## src/rtl/core/sft_pkg.sv

```systemverilog
// sft_pkg: types and byte codes for the stuffed frame transmitter
// no dependencies; used by stuffed_frame_transmitter_unit
`default_nettype none

package sft_pkg;

    // framing and stuffing bytes
    localparam logic [7:0] FLAG_BYTE     = 8'h7E;
    localparam logic [7:0] ESC_BYTE      = 8'h7D;
    localparam logic [7:0] ESC_FLAG_BYTE = 8'h5E;
    localparam logic [7:0] ESC_ESC_BYTE  = 8'h5D;

    // control bytes
    localparam logic [7:0] CTRL_I0   = 8'h00;
    localparam logic [7:0] CTRL_I1   = 8'h40;
    localparam logic [7:0] CTRL_RR0  = 8'h05;
    localparam logic [7:0] CTRL_RR1  = 8'h85;
    localparam logic [7:0] CTRL_REJ0 = 8'h01;
    localparam logic [7:0] CTRL_REJ1 = 8'h81;

    // register reset values
    localparam logic [7:0] FRAME_ADDRESS_RESET = 8'h01;
    localparam logic [7:0] REPLY_ADDRESS_RESET = 8'h03;
    localparam logic [3:0] MAX_ATTEMPTS_RESET  = 4'd3;

    localparam logic [3:0] REJECT_LIMIT = 4'd15;

    // most line bytes one request can produce
    localparam int MaxResults = 9;
    localparam int CountWidth = $clog2(MaxResults + 1);

    typedef enum logic [1:0] {
        REG_FRAME_ADDRESS = 2'd0,
        REG_REPLY_ADDRESS = 2'd1,
        REG_MAX_ATTEMPTS  = 2'd2,
        REG_UNUSED        = 2'd3
    } cfg_index_t;

    typedef enum logic [0:0] {
        CMD_PAYLOAD = 1'b0,
        CMD_LINE    = 1'b1
    } command_t;

    typedef enum logic [2:0] {
        PS_START = 3'd0,
        PS_FLAG  = 3'd1,
        PS_ADDR  = 3'd2,
        PS_CTRL  = 3'd3,
        PS_CHECK = 3'd4
    } parse_state_t;

    typedef enum logic [1:0] {
        EV_NONE    = 2'd0,
        EV_RR      = 2'd1,
        EV_REJ     = 2'd2,
        EV_GAVE_UP = 2'd3
    } reply_event_t;

endpackage

`default_nettype wire

```

## src/rtl/core/stuffed_frame_transmitter_unit.sv

```systemverilog
// stuffed_frame_transmitter_unit: hdlc-style framer with stop-and-wait reply handling
// depends on sft_pkg for byte codes, parser states and event codes
// the first result of a request appears in the cycle after it is accepted
// throughput: one result per cycle while out_ready is high; a request has 1 to 9
//   results, drained by the single output shift buffer one byte a cycle
// the next request is taken in the cycle its predecessor's last result leaves
// reset: asynchronous, active low; clears all link state and loads register defaults
`default_nettype none

module stuffed_frame_transmitter_unit (
    input  wire logic        clk,
    input  wire logic        rst_n,
    // configuration write channel
    input  wire logic        cfg_valid,
    output logic             cfg_ready,
    input  wire logic [1:0]  cfg_index,
    input  wire logic [7:0]  cfg_data,
    // request channel
    input  wire logic        in_valid,
    output logic             in_ready,
    input  wire logic        command,
    input  wire logic [7:0]  data_byte,
    input  wire logic        last_byte,
    // result channel
    output logic             out_valid,
    input  wire logic        out_ready,
    output logic [7:0]       line_byte,
    output logic             line_valid,
    output logic             run_last,
    output logic [1:0]       reply_event,
    output logic             sequence_now,
    output logic [3:0]       attempt_count
);

    localparam int Depth = sft_pkg::MaxResults;
    localparam int CntW  = sft_pkg::CountWidth;

    // configuration registers
    logic [7:0] frame_address_reg;
    logic [7:0] reply_address_reg;
    logic [3:0] max_attempts_reg;

    // link state
    logic                  sequence_bit_reg, sequence_bit_next;
    logic [3:0]            rejection_count_reg, rejection_count_next;
    logic [7:0]            check_acc_reg, check_acc_next;
    logic                  inside_frame_reg, inside_frame_next;
    sft_pkg::parse_state_t parse_state_reg, parse_state_next;
    logic [7:0]            reply_control_reg, reply_control_next;
    sft_pkg::reply_event_t event_next;

    // output shift buffer: entry 0 is the byte on the port
    logic [7:0]            bytes_reg [Depth];
    logic [7:0]            bytes_next [Depth];
    logic [CntW-1:0]       count_reg, count_next;
    logic                  line_valid_reg;
    sft_pkg::reply_event_t event_reg;
    logic                  seq_out_reg;
    logic [3:0]            attempt_out_reg;

    logic in_fire;
    logic out_fire;
    logic is_line;

    assign cfg_ready = 1'b1;
    assign is_line   = (sft_pkg::command_t'(command) == sft_pkg::CMD_LINE);

    assign out_valid = (count_reg != '0);
    assign out_fire  = out_valid && out_ready;
    // take a new request once the buffer drains, including its last byte leaving now
    assign in_ready  = (count_reg == '0) || ((count_reg == CntW'(1)) && out_ready);
    assign in_fire   = in_valid && in_ready;

    assign line_byte     = bytes_reg[0];
    assign line_valid    = line_valid_reg;
    assign run_last      = (count_reg == CntW'(1));
    assign reply_event   = event_reg;
    assign sequence_now  = seq_out_reg;
    assign attempt_count = attempt_out_reg;

    // configuration writes; indexes past the list are dropped
    always_ff @(posedge clk or negedge rst_n)
    begin
        if (!rst_n)
        begin
            frame_address_reg <= sft_pkg::FRAME_ADDRESS_RESET;
            reply_address_reg <= sft_pkg::REPLY_ADDRESS_RESET;
            max_attempts_reg  <= sft_pkg::MAX_ATTEMPTS_RESET;
        end
        else if (cfg_valid && cfg_ready)
        begin
            case (sft_pkg::cfg_index_t'(cfg_index))
                sft_pkg::REG_FRAME_ADDRESS: frame_address_reg <= cfg_data;
                sft_pkg::REG_REPLY_ADDRESS: reply_address_reg <= cfg_data;
                sft_pkg::REG_MAX_ATTEMPTS:  max_attempts_reg  <= cfg_data[3:0];
                default:                    ;
            endcase
        end
    end

    // reply parser: next state
    always_comb
    begin
        parse_state_next   = parse_state_reg;
        reply_control_next = reply_control_reg;
        case (parse_state_reg)
            sft_pkg::PS_START:
            begin
                if (data_byte == sft_pkg::FLAG_BYTE)
                    parse_state_next = sft_pkg::PS_FLAG;
            end
            sft_pkg::PS_FLAG:
            begin
                if (data_byte == reply_address_reg)
                    parse_state_next = sft_pkg::PS_ADDR;
                else if (data_byte != sft_pkg::FLAG_BYTE)
                    parse_state_next = sft_pkg::PS_START;
            end
            sft_pkg::PS_ADDR:
            begin
                if (data_byte == sft_pkg::CTRL_RR0 || data_byte == sft_pkg::CTRL_RR1 ||
                    data_byte == sft_pkg::CTRL_REJ0 || data_byte == sft_pkg::CTRL_REJ1)
                begin
                    reply_control_next = data_byte;
                    parse_state_next   = sft_pkg::PS_CTRL;
                end
                else if (data_byte == sft_pkg::FLAG_BYTE)
                    parse_state_next = sft_pkg::PS_FLAG;
                else
                    parse_state_next = sft_pkg::PS_START;
            end
            sft_pkg::PS_CTRL:
            begin
                if (data_byte == (reply_address_reg ^ reply_control_reg))
                    parse_state_next = sft_pkg::PS_CHECK;
                else
                    parse_state_next = sft_pkg::PS_START;
            end
            sft_pkg::PS_CHECK: parse_state_next = sft_pkg::PS_START;
            default:           parse_state_next = sft_pkg::PS_START;
        endcase
    end

    // reply parser: outputs (event, sequence bit, rejection count)
    always_comb
    begin
        logic [3:0] bumped;
        bumped               = rejection_count_reg;
        event_next           = sft_pkg::EV_NONE;
        sequence_bit_next    = sequence_bit_reg;
        rejection_count_next = rejection_count_reg;
        case (parse_state_reg)
            sft_pkg::PS_CHECK:
            begin
                if (data_byte == sft_pkg::FLAG_BYTE)
                begin
                    if (reply_control_reg == sft_pkg::CTRL_RR0 ||
                        reply_control_reg == sft_pkg::CTRL_RR1)
                    begin
                        sequence_bit_next    = ~sequence_bit_reg;
                        rejection_count_next = '0;
                        event_next           = sft_pkg::EV_RR;
                    end
                    else
                    begin
                        // saturating count, then compare against the attempt maximum
                        if (rejection_count_reg < sft_pkg::REJECT_LIMIT)
                            bumped = rejection_count_reg + 4'd1;
                        if (bumped >= max_attempts_reg)
                        begin
                            rejection_count_next = '0;
                            event_next           = sft_pkg::EV_GAVE_UP;
                        end
                        else
                        begin
                            rejection_count_next = bumped;
                            event_next           = sft_pkg::EV_REJ;
                        end
                    end
                end
            end
            default: ;
        endcase
    end

    // frame builder: lays out the line bytes of one payload request
    always_comb
    begin
        logic [3:0] pos;
        logic [7:0] ctl;
        logic [7:0] acc;
        logic [7:0] acc_new;
        pos     = '0;
        ctl     = sequence_bit_reg ? sft_pkg::CTRL_I1 : sft_pkg::CTRL_I0;
        acc     = inside_frame_reg ? check_acc_reg : 8'h00;
        acc_new = acc ^ data_byte;
        for (int i = 0; i < Depth; i++)
            bytes_next[i] = 8'h00;
        check_acc_next    = check_acc_reg;
        inside_frame_next = inside_frame_reg;

        if (!is_line)
        begin
            // header on the first byte of a frame, never stuffed
            if (!inside_frame_reg)
            begin
                bytes_next[0] = sft_pkg::FLAG_BYTE;
                bytes_next[1] = frame_address_reg;
                bytes_next[2] = ctl;
                bytes_next[3] = frame_address_reg ^ ctl;
                pos           = 4'd4;
            end
            // stuffed payload byte
            if (data_byte == sft_pkg::FLAG_BYTE)
            begin
                bytes_next[pos]        = sft_pkg::ESC_BYTE;
                bytes_next[pos + 4'd1] = sft_pkg::ESC_FLAG_BYTE;
                pos                    = pos + 4'd2;
            end
            else if (data_byte == sft_pkg::ESC_BYTE)
            begin
                bytes_next[pos]        = sft_pkg::ESC_BYTE;
                bytes_next[pos + 4'd1] = sft_pkg::ESC_ESC_BYTE;
                pos                    = pos + 4'd2;
            end
            else
            begin
                bytes_next[pos] = data_byte;
                pos             = pos + 4'd1;
            end
            // trailer: stuffed check and closing flag
            if (last_byte)
            begin
                if (acc_new == sft_pkg::FLAG_BYTE)
                begin
                    bytes_next[pos]        = sft_pkg::ESC_BYTE;
                    bytes_next[pos + 4'd1] = sft_pkg::ESC_FLAG_BYTE;
                    pos                    = pos + 4'd2;
                end
                else if (acc_new == sft_pkg::ESC_BYTE)
                begin
                    bytes_next[pos]        = sft_pkg::ESC_BYTE;
                    bytes_next[pos + 4'd1] = sft_pkg::ESC_ESC_BYTE;
                    pos                    = pos + 4'd2;
                end
                else
                begin
                    bytes_next[pos] = acc_new;
                    pos             = pos + 4'd1;
                end
                bytes_next[pos]   = sft_pkg::FLAG_BYTE;
                pos               = pos + 4'd1;
                check_acc_next    = 8'h00;
                inside_frame_next = 1'b0;
            end
            else
            begin
                check_acc_next    = acc_new;
                inside_frame_next = 1'b1;
            end
            count_next = CntW'(pos);
        end
        else
        begin
            // line request: one status result, no byte to send
            count_next = CntW'(1);
        end
    end

    // link state registers
    always_ff @(posedge clk or negedge rst_n)
    begin
        if (!rst_n)
        begin
            sequence_bit_reg    <= 1'b0;
            rejection_count_reg <= '0;
            check_acc_reg       <= '0;
            inside_frame_reg    <= 1'b0;
            parse_state_reg     <= sft_pkg::PS_START;
            reply_control_reg   <= '0;
        end
        else if (in_fire)
        begin
            if (is_line)
            begin
                sequence_bit_reg    <= sequence_bit_next;
                rejection_count_reg <= rejection_count_next;
                parse_state_reg     <= parse_state_next;
                reply_control_reg   <= reply_control_next;
            end
            else
            begin
                check_acc_reg    <= check_acc_next;
                inside_frame_reg <= inside_frame_next;
            end
        end
    end

    // result count
    always_ff @(posedge clk or negedge rst_n)
    begin
        if (!rst_n)
            count_reg <= '0;
        else if (in_fire)
            count_reg <= count_next;
        else if (out_fire)
            count_reg <= count_reg - CntW'(1);
    end

    // result payload: load on a request, shift as bytes are taken
    always_ff @(posedge clk)
    begin
        if (in_fire)
        begin
            for (int i = 0; i < Depth; i++)
                bytes_reg[i] <= bytes_next[i];
            line_valid_reg <= !is_line;
            if (is_line)
            begin
                event_reg       <= event_next;
                seq_out_reg     <= sequence_bit_next;
                attempt_out_reg <= rejection_count_next;
            end
            else
            begin
                event_reg       <= sft_pkg::EV_NONE;
                seq_out_reg     <= sequence_bit_reg;
                attempt_out_reg <= rejection_count_reg;
            end
        end
        else if (out_fire)
        begin
            for (int i = 0; i < Depth - 1; i++)
                bytes_reg[i] <= bytes_reg[i + 1];
            bytes_reg[Depth - 1] <= 8'h00;
        end
    end

endmodule

`default_nettype wire
```

## config.mk

```make
export PLATFORM = sky130hd
export DESIGN_NAME = stuffed_frame_transmitter_unit
export DESIGN_NICKNAME = d
export VERILOG_FILES = /design/src/rtl/core/sft_pkg.sv /design/src/rtl/core/stuffed_frame_transmitter_unit.sv
export SDC_FILE = /design/constraint.sdc
export NUM_CORES = 1
export LEC_CHECK = 0
export ABC_AREA = 1
export BUFFER_PORTS_ARGS = -buffer_cell sky130_fd_sc_hd__buf_2
export CAP_MARGIN = 30
export CORE_ASPECT_RATIO = 1.5
export CORE_MARGIN = 2
export CORE_UTILIZATION = 30
export DETAILED_ROUTE_END_ITERATION = 7
export GPL_ROUTABILITY_DRIVEN = 1
export RECOVER_POWER = 50
export SETUP_SLACK_MARGIN = 0.02
export SLEW_MARGIN = 5
export SYNTH_ARGS = -nofsm -noshare
export SYNTH_HDL_FRONTEND = slang
export SYNTH_SLANG_ARGS = --single-unit
export TNS_END_PERCENT = 5
```

## constraint.sdc

```tcl
create_clock -name clk -period 9.75 [get_ports clk]
set_input_delay 1.4625 -clock clk [delete_from_list [all_inputs] [get_ports clk]]
set_output_delay 1.4625 -clock clk [all_outputs]
set_load 0.005 [all_outputs]
```

==> flow_summary.yaml <==
worst_setup_path:
  crit_chain: "clkbuf_1 -> nand2_1 -> o21ai_4 -> clkbuf_1 -> inv_1 -> a21oi_1 -> o211ai_1 -> o21ai_0"
  cp.required_ps: 10030
  worst-endpoint-arrival_ps: 5600
  reg2reg_to: "count_reg[0]"
  crit_family: "buffers and inverters"
  endpoint_kind: "flip-flop"
  r2r_cells: 10
  start_kind: "primary input"
  reg2reg_setup_slack_ps: 4700
  cp_num_buf_inv: 3
  crit_fanout: 71
  cp_common_cell: "clkbuf_1"
  max_stage_delay_ps: 2650
  r2r_start: "count_reg[0]"
  cp_slowest_cell: "clkbuf_1"
  crit_type: "in2reg"
yosys:
  synthDistinctLibCells: 45
  synthesis.area_mm2: 0.00770
  synth-edff-count: 76
  synthArstFlopShare_pct: 39.2
  ys_warn_count: 0
  synth_seq_area_share_pct: 45.7
  synth.avg_cell_area_um2: 7.83
  postSynthCellCount: 983
  syn-num-nets: 1026
  yosys_register_bits: 125
  synthFlopType: "edfxtp_1"
power_and_ir_drop:
  power_leakage_uw: 0.00402
  powerDensity_mw_per_mm2: 229
  peakVddDrop_v: 0.000114
  total_power_uw: 1980
place:
  dp_hpwl_mm: 17.2
  port_buffers: 43
  gp_congestion: 1.08
  post-place-ws_ps: 5260
grt:
  gr-usage-all-layers_pct: 18.0
  grt_max_degree: 72
  grt_overflow: 0
  grt_pass1_vias: 6725
  grt_pass1_wl_mm: 37.1
  antenna_found_initial: 0
sta:
  clock.fmax_ghz: 0.188
  setup_tns_ps: 0
  setup_ws_ps: 4430
  maxSlewHeadroom_pct: -152
  skew_ps: 8.36
  finalSetupViolCount: 0
  tightest_slew_ps: 3780
  hold_viol_final: 0
  final-max-slew-violation-count: 122
  rsz0062_at_grt: "false"
  fin_crit_sh_pct: 54.6
  min_period_ps: 5320
cells_and_area:
  nFillCells: 2616
  area_delta_synth_final_pct: 12.2
  largest_reg_flops: 68
  final_nets: 1050
  layout-drive-gt1-share_pct: 11.9
  antenna_cells: 0
clock_network:
  path_clk_slew_ps: 60
  clockBufferDepth: 2
  ctsResizeCount: 0
  cts_root_buf: "clkbuf_16"
  clock_sinks: 125
  cts_tree: "done"
  clkLatencyLatePin_ps: 430
  cts_hold_buf: 0
  post_cts_buffers: 0
  htreeDepth: 4
  cts-buffers-inserted: 17
die:
  rows: 71
  die_area_mm2: 0.0270
  die_y_um: 200
  coreArea_mm2: 0.0251
  pin_count: 45
  fp.dieW_um: 135
  initial_core_util_pct: 30.6
route:
  routed_via_density: 4.95
  drc_errors: 0
  wl_per_cell_um: 17.3
  drtPass1Iterations: 5
  wl_mm: 23.3
  drt_iter0_drc: 601
  drtAntennaViolNets: 0
  num_vias: 6671
run:
  max_cap_violations: 2
status:
  status: "finished, violations left"
  violations: "capacitance limit, slew limit"
min_path:
  hold_start: "max_attempts_reg[3]"
  hold_depth: 2
  min_path_type: "reg2reg"
  holdPathEnd: "max_attempts_reg[3]"
## how the worst max path moves through the flow
| stage | from | end | slack [ps] | cells after the start |
|---|---|---|---|---|
| finish | out_ready | count_reg[0] | 4430 | 8 |
| global route | out_ready | count_reg[0] | 3880 | 8 |
| CTS | out_ready | bytes_reg[0][16] | 5710 | 13 |
| detailed placement | out_ready | bytes_reg[0][16] | 5260 | 13 |
| global placement | out_ready | bytes_reg[0][16] | 5190 | 13 |
| floorplan | in_valid | count_reg[0] | 1940 | 6 |
## where the power goes
part / internal, µW / switching (µW) / leakage (µW)
clock network: 343 / 232 / 0.000259
registers: 696 / 48.2 / 0.00134
logic: 202 / 457 / 0.00242
total: 1240 / 737 / 0.00402
## layer usage
layer / share of wire, % / track usage, % / vias to the layer above
met2: 50 / 30.8 / 218
li1: - / - / 3251
met4: 8.8 / 14.7 / 0
met1: 37 / 18.9 / 3118
met5: 0 / 0 / -
met3: 4.4 / 3.62 / 84
## kinds of logic (layout without fill, tap and decap cells)
logic type / count (synthesis) / after routing / share of synthesized area [%]
flops: 125 / 125 / 45.7
xor+xnor: 14 / 14 / 1.59
fa+ha+maj: 18 / 18 / 2.93
buf+inv: 146 / 183 / 8.21
compound gates: 144 / 144 / 10.0
other cells: 2 / 2 / 0.0975
simple gates: 534 / 534 / 31.5
## layout make-up
type | count | area, µm² | share of cell area, %
Multi-Input combinational cell | 712 | 3560 | 41.2
Clock buffer | 25 | 485 | 5.62
Tap cell | 328 | 410 | 4.75
Clock inverter | 7 | 41.3 | 0.478
Inverter | 102 | 392 | 4.53
Sequential cell | 125 | 3510 | 40.7
Timing Repair Buffer | 49 | 238 | 2.75
## worst reg2reg max path, stage by stage (launching register included)
cell	delay, ps
dfrtp_1	340
inv_1	100
ha_1	210
nand3_1	180
nand2_1	180
o21ai_4	90
clkbuf_1	2650
inv_1	530
a21oi_1	380
o211ai_1	130
o21ai_0	120
## per-stage QoR
| stage | hold slack, ps | instance area (µm²) | std cells | utilization, % |
|---|---|---|---|---|
| finish | 486 | 8640 | 1348 | 34.4 |
| global route | 526 | 8640 | 1348 | 34.4 |
| CTS | 490 | 8680 | 1348 | 34.5 |
| detailed placement | 477 | 8150 | 1316 | 32.4 |
| global placement | 466 | 8150 | 1316 | 32.4 |
| floorplan | 453 | 7700 | 983 | - |
## Yosys cell counts (2+ instances only)
| cell | n | share of area (%) |
|---|---|---|
| buf_4 | 12 | 1.2 |
| nand3_1 | 84 | 5.5 |
| a211oi_1 | 2 | 0.19 |
| a31oi_1 | 2 | 0.16 |
| xnor2_1 | 2 | 0.23 |
| inv_2 | 9 | 0.44 |
| or2_2 | 3 | 0.24 |
| nor2_8 | 2 | 0.52 |
| nand3_2 | 6 | 0.78 |
| nand2_2 | 11 | 0.89 |
| edfxtp_1 | 76 | 30 |
| o211ai_1 | 3 | 0.29 |
| a32oi_1 | 2 | 0.23 |
| dfrtp_1 | 44 | 14 |
| o22ai_1 | 12 | 0.98 |
| ha_1 | 18 | 2.9 |
| o21a_1 | 2 | 0.19 |
| inv_1 | 90 | 4.4 |
| nor2_1 | 56 | 2.7 |
| buf_2 | 6 | 0.39 |
| nor3_1 | 11 | 0.72 |
| nor2_4 | 2 | 0.29 |
| nand2_1 | 336 | 16 |
| buf_6 | 3 | 0.44 |
| o21ai_1 | 11 | 0.72 |
| a22oi_1 | 2 | 0.19 |
| xor2_1 | 12 | 1.4 |
| nand4_1 | 3 | 0.24 |
| a21oi_1 | 32 | 2.1 |
| nand2_4 | 12 | 1.8 |
| nand3_4 | 3 | 0.68 |
| dfstp_2 | 5 | 1.7 |
| conb_1 | 2 | 0.098 |
| clkbuf_1 | 22 | 1.1 |
| o21ai_0 | 75 | 4.9 |
## cells in the final DEF (no fill, tap or decap), drive strengths merged, types with 5 or more instances in the layout
cell type / netlist / routed
nand2: 360 / 360
inv: 101 / 102
nand3: 93 / 93
o21ai: 86 / 86
edfxtp: 76 / 76
nor2: 61 / 61
dfrtp: 44 / 44
clkbuf: 22 / 39
buf: 22 / 35
a21oi: 32 / 32
ha: 18 / 18
xor2: 12 / 12
o22ai: 12 / 12
nor3: 11 / 11
clkinv: 1 / 6
dfstp: 5 / 5
Power figures use the tool's default switching activity.
